==> src/sv/asws_pkg.sv <==
// shared types and codes for the array store with search
package asws_pkg;

    // request modes
    localparam logic [1:0] MODE_WRITE  = 2'd0;
    localparam logic [1:0] MODE_READ   = 2'd1;
    localparam logic [1:0] MODE_LINEAR = 2'd2;
    localparam logic [1:0] MODE_BINARY = 2'd3;

    // result status codes
    localparam logic [1:0] STATUS_OK        = 2'd0;
    localparam logic [1:0] STATUS_BAD_INDEX = 2'd1;
    localparam logic [1:0] STATUS_NOT_FOUND = 2'd2;

    // width of the used length register and of scan positions
    localparam int unsigned LEN_W = 9;

    // memory address source
    typedef enum logic [1:0] {
        ADDR_INDEX = 2'd0,
        ADDR_SCAN  = 2'd1,
        ADDR_MID   = 2'd2
    } addr_src_t;

    // kind of result to stage
    typedef enum logic [2:0] {
        RES_WRITE_OK  = 3'd0,
        RES_BAD_INDEX = 3'd1,
        RES_READ      = 3'd2,
        RES_LIN_HIT   = 3'd3,
        RES_BIN_HIT   = 3'd4,
        RES_MISS      = 3'd5
    } res_kind_t;

    // controller to datapath commands
    typedef struct packed {
        logic      capture;
        logic      mem_write;
        logic      mem_read;
        addr_src_t addr_src;
        logic      scan_start;
        logic      scan_step;
        logic      bin_start;
        logic      bin_step;
        logic      res_load;
        res_kind_t res_kind;
        logic      out_load;
    } asws_cmd_t;

    // datapath to controller status
    typedef struct packed {
        logic [1:0] req_mode;
        logic       index_ok;
        logic       len_zero;
        logic       lin_hit;
        logic       lin_last;
        logic       bin_empty;
        logic       bin_hit;
        logic       out_free;
    } asws_stat_t;

endpackage

==> src/sv/asws_ctrl.sv <==
// request sequencer for the array store with search
module asws_ctrl (
    input  logic                aclk,
    input  logic                aresetn,
    input  logic                s_valid,
    output logic                s_ready,
    input  asws_pkg::asws_stat_t stat,
    output asws_pkg::asws_cmd_t  cmd
);
    import asws_pkg::*;

    typedef enum logic [6:0] {
        S_IDLE     = 7'b0000001,
        S_DECODE   = 7'b0000010,
        S_RD_WAIT  = 7'b0000100,
        S_LIN      = 7'b0001000,
        S_BIN_ADDR = 7'b0010000,
        S_BIN_CMP  = 7'b0100000,
        S_DONE     = 7'b1000000
    } state_t;

    state_t state_reg, state_next;

    // state register
    always_ff @(posedge aclk) begin
        if (!aresetn) begin
            state_reg <= S_IDLE;
        end else begin
            state_reg <= state_next;
        end
    end

    assign s_ready = (state_reg == S_IDLE);

    // next state and command decode
    always_comb begin
        state_next   = state_reg;
        cmd          = '0;
        cmd.addr_src = ADDR_INDEX;
        cmd.res_kind = RES_WRITE_OK;
        unique case (state_reg)
            S_IDLE: begin
                if (s_valid) begin
                    cmd.capture = 1'b1;
                    state_next  = S_DECODE;
                end
            end
            S_DECODE: begin
                unique case (stat.req_mode)
                    MODE_WRITE: begin
                        cmd.mem_write = stat.index_ok;
                        cmd.res_load  = 1'b1;
                        cmd.res_kind  = stat.index_ok ? RES_WRITE_OK : RES_BAD_INDEX;
                        state_next    = S_DONE;
                    end
                    MODE_READ: begin
                        if (stat.index_ok) begin
                            cmd.mem_read = 1'b1;
                            cmd.addr_src = ADDR_INDEX;
                            state_next   = S_RD_WAIT;
                        end else begin
                            cmd.res_load = 1'b1;
                            cmd.res_kind = RES_BAD_INDEX;
                            state_next   = S_DONE;
                        end
                    end
                    MODE_LINEAR: begin
                        if (stat.len_zero) begin
                            cmd.res_load = 1'b1;
                            cmd.res_kind = RES_MISS;
                            state_next   = S_DONE;
                        end else begin
                            cmd.scan_start = 1'b1;
                            state_next     = S_LIN;
                        end
                    end
                    MODE_BINARY: begin
                        if (stat.len_zero) begin
                            cmd.res_load = 1'b1;
                            cmd.res_kind = RES_MISS;
                            state_next   = S_DONE;
                        end else begin
                            cmd.bin_start = 1'b1;
                            state_next    = S_BIN_ADDR;
                        end
                    end
                    default: begin
                        state_next = S_IDLE;
                    end
                endcase
            end
            S_RD_WAIT: begin
                cmd.res_load = 1'b1;
                cmd.res_kind = RES_READ;
                state_next   = S_DONE;
            end
            // one read issued and one compare done per cycle
            S_LIN: begin
                if (stat.lin_hit) begin
                    cmd.res_load = 1'b1;
                    cmd.res_kind = RES_LIN_HIT;
                    state_next   = S_DONE;
                end else if (stat.lin_last) begin
                    cmd.res_load = 1'b1;
                    cmd.res_kind = RES_MISS;
                    state_next   = S_DONE;
                end else begin
                    cmd.scan_step = 1'b1;
                    cmd.addr_src  = ADDR_SCAN;
                end
            end
            S_BIN_ADDR: begin
                if (stat.bin_empty) begin
                    cmd.res_load = 1'b1;
                    cmd.res_kind = RES_MISS;
                    state_next   = S_DONE;
                end else begin
                    cmd.mem_read = 1'b1;
                    cmd.addr_src = ADDR_MID;
                    state_next   = S_BIN_CMP;
                end
            end
            S_BIN_CMP: begin
                if (stat.bin_hit) begin
                    cmd.res_load = 1'b1;
                    cmd.res_kind = RES_BIN_HIT;
                    state_next   = S_DONE;
                end else begin
                    cmd.bin_step = 1'b1;
                    state_next   = S_BIN_ADDR;
                end
            end
            S_DONE: begin
                if (stat.out_free) begin
                    cmd.out_load = 1'b1;
                    state_next   = S_IDLE;
                end
            end
            default: begin
                state_next = S_IDLE;
            end
        endcase
    end

endmodule

==> config.mk <==
export PLATFORM = sky130hd
export DESIGN_NAME = asws_ctrl
export DESIGN_NICKNAME = d
export VERILOG_FILES = /design/src/sv/asws_pkg.sv /design/src/sv/asws_ctrl.sv
export SDC_FILE = /design/constraint.sdc
export NUM_CORES = 1
export LEC_CHECK = 0
export BUFFER_PORTS_ARGS = -buffer_cell sky130_fd_sc_hd__buf_2
export CORE_MARGIN = 10
export CORE_UTILIZATION = 44
export CTS_CLUSTER_DIAMETER = 60
export DETAILED_ROUTE_END_ITERATION = 7
export PLACE_DENSITY_LB_ADDON = 0.25
export SLEW_MARGIN = 20
export SYNTH_ARGS = -nofsm -noshare
export SYNTH_HDL_FRONTEND = slang
export SYNTH_SLANG_ARGS = --single-unit
==> constraint.sdc <==
create_clock -name aclk -period 2.1 [get_ports aclk]
set_clock_uncertainty 0.15 [all_clocks]
set_input_delay 0.21 -clock aclk [delete_from_list [all_inputs] [get_ports aclk]]
set_output_delay 0.21 -clock aclk [all_outputs]
set_load 0.01 [all_outputs]
==> flow_summary.yaml, run 1 <==
sta:
  fmax_mhz: 452
  post-route-period-util: 1.05
  finalMaxSlewViolations: 0
  worst-slew-pin-transition_ns: 0.463
  rsz_0062_raised_after_global_routing: "yes"
  setup_violations: 4
  finalHoldViolations: 0
  maxSlewHeadroom: 0.691
  layout_setup_ws_ns: -0.115
  min_tclk_post_route_ns: 2.21
  finalHoldWorstSlack_ns: 0.0544
cells_and_area:
  antenna_cells_inserted: 0
  n_fill_cell: 130
  largest_reg_flops: 7
  drive_gt1_frac: 0.416
  seq_area_um2: 141
  area_used_by_multi_input_combinational_logic_um2: 443
  areaGrowthSynthToFinish_pct: 40.0
  num-nets-final: 126
detailed_routing:
  drt_wl_total_um: 1850
  vias_per_cell: 5.55
  drt-wirelength-per-cell_um: 14.4
  firstDrtPassIters: 4
  detail-route-antenna-nets: 0
  remaining_drc_errors: 0
  vias: 711
  drc_violation_total_after_the_first_tritonroute_iteration: 14
global_routing:
  grt-ovfl-total: 0
  antenna_found_initial: 0
  globalRouteTotalUtil: 0.118
  first_global_vias: 737
  grt_first_pass_wirelength_um: 3280
  grt_start_max_net_pins: 10
placement:
  place_ws_ns: 0.0894
  numPortBuffers: 26
  place.detailed.hpwl_um: 1520
  place.gp.congestion: 0.800
clock_network:
  tritoncts_num_sinks: 7
  cts_tree: "built"
  cts_root_buf: "sky130_fd_sc_hd__clkbuf_4"
  maximum_level_of_the_cts_h_tree: 1
  ctsLongestPathBuffers: 2
  clkTransAtPathRegs_ns: 0.05
  clk-insertion-delay-late_ns: 0.24
  tritoncts.num_buffers: 3
pwr:
  part_of_the_total_power_dissipated_in_combinational_logic: 0.569
  p_leak_nw: 0.384
  p_sw_frac: 0.400
  power.density_nw_per_um2: 815
  total_switching_power_mw: 0.270
  p_seq_frac: 0.255
  ir_worst_vdd_mv: 0.608
  clock_power_share: 0.175
  p_int_mw: 0.404
yosys:
  synth_nets: 90
  synth.area.top_cells: "sky130_fd_sc_hd__dfxtp_1 (24%), sky130_fd_sc_hd__nor3_1 (7.6%), sky130_fd_sc_hd__nand2b_1 (5.3%)"
  post-synth-top-area-cell: "sky130_fd_sc_hd__dfxtp_1"
  yosys_most_used_dff: "sky130_fd_sc_hd__dfxtp_1"
  synth.yosys.seq_area_share: 0.237
  async_reset_ff_frac: 0
  synth-edff-count: 0
  syn_area_um2: 591
  yosys_reg_bits: 7
  area_share_of_the_largest_cell_type_after_synthesis: 0.237
  syn_inst_count: 78
  yosysWarningCount: 0
  syn-mean-instance-area_um2: 7.57
  synth.distinct_cells: 33
die:
  fp.dieW_um: 56.6
  chipHeight_um: 56.6
  ioPinCount: 27
  placeable_core_area_um2: 1280
  floorplan.initialDensity: 0.460
  die_area_um2: 3210
  core.rowCount: 13
setup_path:
  critical-path-top-cell-by-count: "sky130_fd_sc_hd__or3_4"
  criticalPathCategory: "reg2out"
  cp_max_fo: 3
  arrival_ns: 1.85
  r2r_setup_slack_ns: 0.24
  worstSetupEndpointType: "primary output"
  cp_top_family: "simple AND/OR/NAND/NOR gates"
  critPathSlowestCell: "sky130_fd_sc_hd__or3_4"
  slowest_delay_ns: 0.39
  timing.critical_path.required_ns: 1.74
  cp_cell_sequence: "or3_4 -> or3_4 -> or3_4 -> o21ai_2 -> buf_2"
  worst_setup_path_start_kind: "register"
  worstPathBufferInverterCount: 1
min_path:
  worstHoldPathType: "in2reg"
outcome:
  failed_checks: "setup timing"
  outcome: "finished with violations"
job:
  timing.max_cap.violations: 0
## worst paths after layout
path                                  start                   endpoint  cells after the start
setup / recovery  state_reg[6]$_SDFFE_PN0P_                    cmd[11]                      5
hold / removal                      aresetn  state_reg[3]$_SDFFE_PN0P_                      2
setup reg to reg  state_reg[6]$_SDFFE_PN0P_  state_reg[5]$_SDFFE_PN0P_                      5
hold reg to reg   state_reg[1]$_SDFFE_PN0P_  state_reg[2]$_SDFFE_PN0P_                      3
## metal layers
| metal | up-vias | track usage | share of wire |
|---|---|---|---|
| li1 | 360 | - | - |
| met1 | 332 | 0.139 | 0.45 |
| met2 | 17 | 0.207 | 0.49 |
| met3 | 2 | 0.0247 | 0.052 |
| met4 | 0 | 0.0309 | 0.0043 |
| met5 | - | 0 | 0 |
## cell usage in the layout (no fill, tap or decap), types with 2 or more instances in the layout
cell	Yosys	routed
sky130_fd_sc_hd__buf_2	0	26
sky130_fd_sc_hd__buf_4	0	6
sky130_fd_sc_hd__or3_4	2	3
sky130_fd_sc_hd__nand2_1	3	3
sky130_fd_sc_hd__o21ba_2	2	2
sky130_fd_sc_hd__and4_1	2	2
sky130_fd_sc_hd__o21a_1	2	2
sky130_fd_sc_hd__nor2b_1	3	3
sky130_fd_sc_hd__dfxtp_1	7	6
sky130_fd_sc_hd__nand3b_1	3	3
sky130_fd_sc_hd__clkbuf_4	0	3
sky130_fd_sc_hd__nand2b_1	5	5
sky130_fd_sc_hd__o21ai_0	5	4
sky130_fd_sc_hd__nor3_1	9	8
sky130_fd_sc_hd__inv_1	6	6
sky130_fd_sc_hd__a31oi_1	2	2
sky130_fd_sc_hd__nor3b_1	2	2
sky130_fd_sc_hd__nor2_1	6	6
## power by group through the flow
stage                     registers [mW]  clock network [mW]  logic (mW)
after floorplan                    0.181                   0       0.231
after global placement             0.168                   0       0.345
after detailed placement           0.171                   0       0.347
after CTS                          0.170               0.122       0.377
after global routing               0.175               0.130       0.432
final                              0.172               0.118       0.384
## kinds of logic after synthesis
| logic type | share of synthesized area |
|---|---|
| buffers and inverters | 0.0572 |
| DFF | 0.237 |
| AOI/OAI and AO/OA | 0.246 |
| and+or+nand+nor | 0.460 |
## layout make-up
| class | instances | area share |
|---|---|---|
| inverters | 6 | 0.0272 |
| well taps | 15 | 0.0227 |
| flip-flops and latches | 7 | 0.171 |
| clock buffers | 4 | 0.0318 |
| multi-input cells | 64 | 0.536 |
| repair buffers | 32 | 0.212 |
## Yosys cell counts (all sizes together), types with 2 or more instances
master,number
and4,2
nand2b,5
inv,6
o21ai,5
or3,3
nor2b,3
dfxtp,7
a31oi,2
nand3b,3
nor3b,2
o21ba,2
nor2,7
nor3,9
a2111oi,2
o21a,2
nand2,3
## timing repair
| item | in CTS | in global routing |
|---|---|---|
| hold buffers | 0 | 0 |
| endpoints found under the setup margin | 5 | 9 |
| buffers inserted | 2 | 0 |
| gates resized for setup | 4 | 4 |
| hold endpoints to repair | 0 | 0 |
## metrics by stage
stage | instances | util | instance area, um^2 | power (mW) | TNS, ns
floorplan | 78 | - | 591 | 0.412 | 0
global placement | 122 | 0.590 | 758 | 0.513 | 0
detailed placement | 122 | 0.590 | 758 | 0.518 | 0
CTS | 128 | 0.635 | 816 | 0.668 | -0.353
global route | 128 | 0.644 | 827 | 0.737 | -1.01
finish | 128 | 0.644 | 827 | 0.674 | -0.307
Note: power is estimated with default switching activity, not from simulation.
==> inputs of run 2 (changes only) <==
--- a/config.mk
+++ b/config.mk
@@ -10,6 +10,7 @@
 export CORE_UTILIZATION = 44
 export CTS_CLUSTER_DIAMETER = 60
 export DETAILED_ROUTE_END_ITERATION = 7
+export MAX_ROUTING_LAYER = met4
 export PLACE_DENSITY_LB_ADDON = 0.25
 export SLEW_MARGIN = 20
 export SYNTH_ARGS = -nofsm -noshare
==> flow_summary.yaml, run 2 (synthesized netlist as in run 1, its figures left out) <==
outcome:
  outcome: "finished with violations"
  failed_checks: "setup timing"
global_routing:
  first_global_vias: 737
  antenna_found_initial: 0
  globalRouteTotalUtil: 0.121
  grt-ovfl-total: 0
  grt_first_pass_wirelength_um: 3290
  grt_start_max_net_pins: 10
job:
  timing.max_cap.violations: 0
clock_network:
  cts_root_buf: "sky130_fd_sc_hd__clkbuf_4"
  cts_tree: "built"
  clk-insertion-delay-late_ns: 0.24
  hold_buffers_post_cts: 0
  tritoncts_num_sinks: 7
  tritoncts.num_buffers: 3
  maximum_level_of_the_cts_h_tree: 1
  clkTransAtPathRegs_ns: 0.05
  ctsLongestPathBuffers: 2
die:
  placeable_core_area_um2: 1280
  chipHeight_um: 56.6
  ioPinCount: 27
  fp.dieW_um: 56.6
  core.rowCount: 13
  die_area_um2: 3210
  floorplan.initialDensity: 0.460
cells_and_area:
  area_used_by_multi_input_combinational_logic_um2: 443
  n_fill_cell: 130
  final_cell_mix: "sky130_fd_sc_hd__buf_2 (26), sky130_fd_sc_hd__nor3_1 (8)"
  mostFrequentLayoutCell: "sky130_fd_sc_hd__buf_2"
  seq_area_um2: 141
  antenna_cells_inserted: 0
  largest_reg_flops: 7
  finalCoreUtilization: 0.644
  drive_gt1_frac: 0.416
  num-nets-final: 126
  areaGrowthSynthToFinish_pct: 40.0
detailed_routing:
  firstDrtPassIters: 4
  detail-route-antenna-nets: 0
  vias: 711
  drt_wl_total_um: 1850
  drc_violation_total_after_the_first_tritonroute_iteration: 14
  vias_per_cell: 5.55
  drt-wirelength-per-cell_um: 14.4
  remaining_drc_errors: 0
setup_path:
  r2r_setup_slack_ns: 0.24
  critPathSlowestCell: "sky130_fd_sc_hd__or3_4"
  cp_cell_sequence: "or3_4 -> or3_4 -> or3_4 -> o21ai_2 -> buf_2"
  worstSetupEndpointType: "primary output"
  regToRegEndpoint: "state_reg[5]$_SDFFE_PN0P_"
  critical-path-top-cell-by-count: "sky130_fd_sc_hd__or3_4"
  worst_setup_path_start_kind: "register"
  slowest_delay_ns: 0.39
  setup.worst_path.start: "state_reg[6]$_SDFFE_PN0P_"
  ff_to_ff_path_depth: 5
  worst_r2r_startpoint: "state_reg[6]$_SDFFE_PN0P_"
  cp_max_fo: 3
  worstPathBufferInverterCount: 1
  criticalPathCategory: "reg2out"
  timing.critical_path.required_ns: 1.74
  arrival_ns: 1.85
  cp_top_family: "simple AND/OR/NAND/NOR gates"
placement:
  place_ws_ns: 0.0894
  place.detailed.hpwl_um: 1520
  numPortBuffers: 26
  place.gp.congestion: 0.811
sta:
  maxSlewHeadroom: 0.691
  finalHoldWorstSlack_ns: 0.0542
  setup_violations: 4
  post-route-period-util: 1.05
  worst-slew-pin-transition_ns: 0.463
  fmax_mhz: 452
  rsz_0062_raised_after_global_routing: "yes"
  min_tclk_post_route_ns: 2.21
  finalHoldViolations: 0
  layout_setup_ws_ns: -0.115
  finalMaxSlewViolations: 0
min_path:
  hold_start: "aresetn"
  worstHoldPathType: "in2reg"
  worst_hold_path.num_cells: 2
  min_delay_worst_endpoint: "state_reg[3]$_SDFFE_PN0P_"
pwr:
  ir_worst_vdd_mv: 0.608
  p_leak_nw: 0.384
  power.density_nw_per_um2: 815
==> run 2: what timing repair did <==
action                                  4_1_cts  5_1_grt
gates resized for setup                       4        4
endpoints found under the setup margin        5        9
setup buffers                                 2        0
==> run 2: how the worst max path moves through the flow <==
stage,cells after the start,to
after floorplan,5,cmd[11]
after global placement,5,cmd[11]
after detailed placement,5,cmd[11]
after CTS,5,cmd[11]
after global routing,5,cmd[4]
final,5,cmd[11]
==> run 2: metal layers <==
layer	vias to the layer above	share of wire	wire, um	track usage
met5	-	0	0	-
met4	0	0.0043	8	0.0309
met3	2	0.048	88	0.0225
met2	17	0.49	907	0.207
met1	332	0.46	843	0.140
li1	360	-	-	-
==> run 2: area by class of cell <==
cell class | count | area share
clock buffer | 4 | 0.0318
tap | 15 | 0.0227
multi-input combinational | 64 | 0.536
sequential | 7 | 0.171
timing repair buffer | 32 | 0.212
inverter | 6 | 0.0272
==> run 2: where the power goes <==
| group | switching [mW] | total (mW) | internal, mW |
|---|---|---|---|
| registers | 0.0134 | 0.172 | 0.159 |
| logic | 0.211 | 0.384 | 0.173 |
| clock network | 0.0459 | 0.118 | 0.0723 |
==> run 2: metrics by stage <==
stage | total power, mW | cells | area (um^2) | TNS, ns
final | 0.674 | 128 | 827 | -0.307
after global routing | 0.737 | 128 | 827 | -1.01
after CTS | 0.668 | 128 | 816 | -0.353
after detailed placement | 0.518 | 122 | 758 | 0
after global placement | 0.513 | 122 | 758 | 0
after floorplan | 0.412 | 78 | 591 | 0
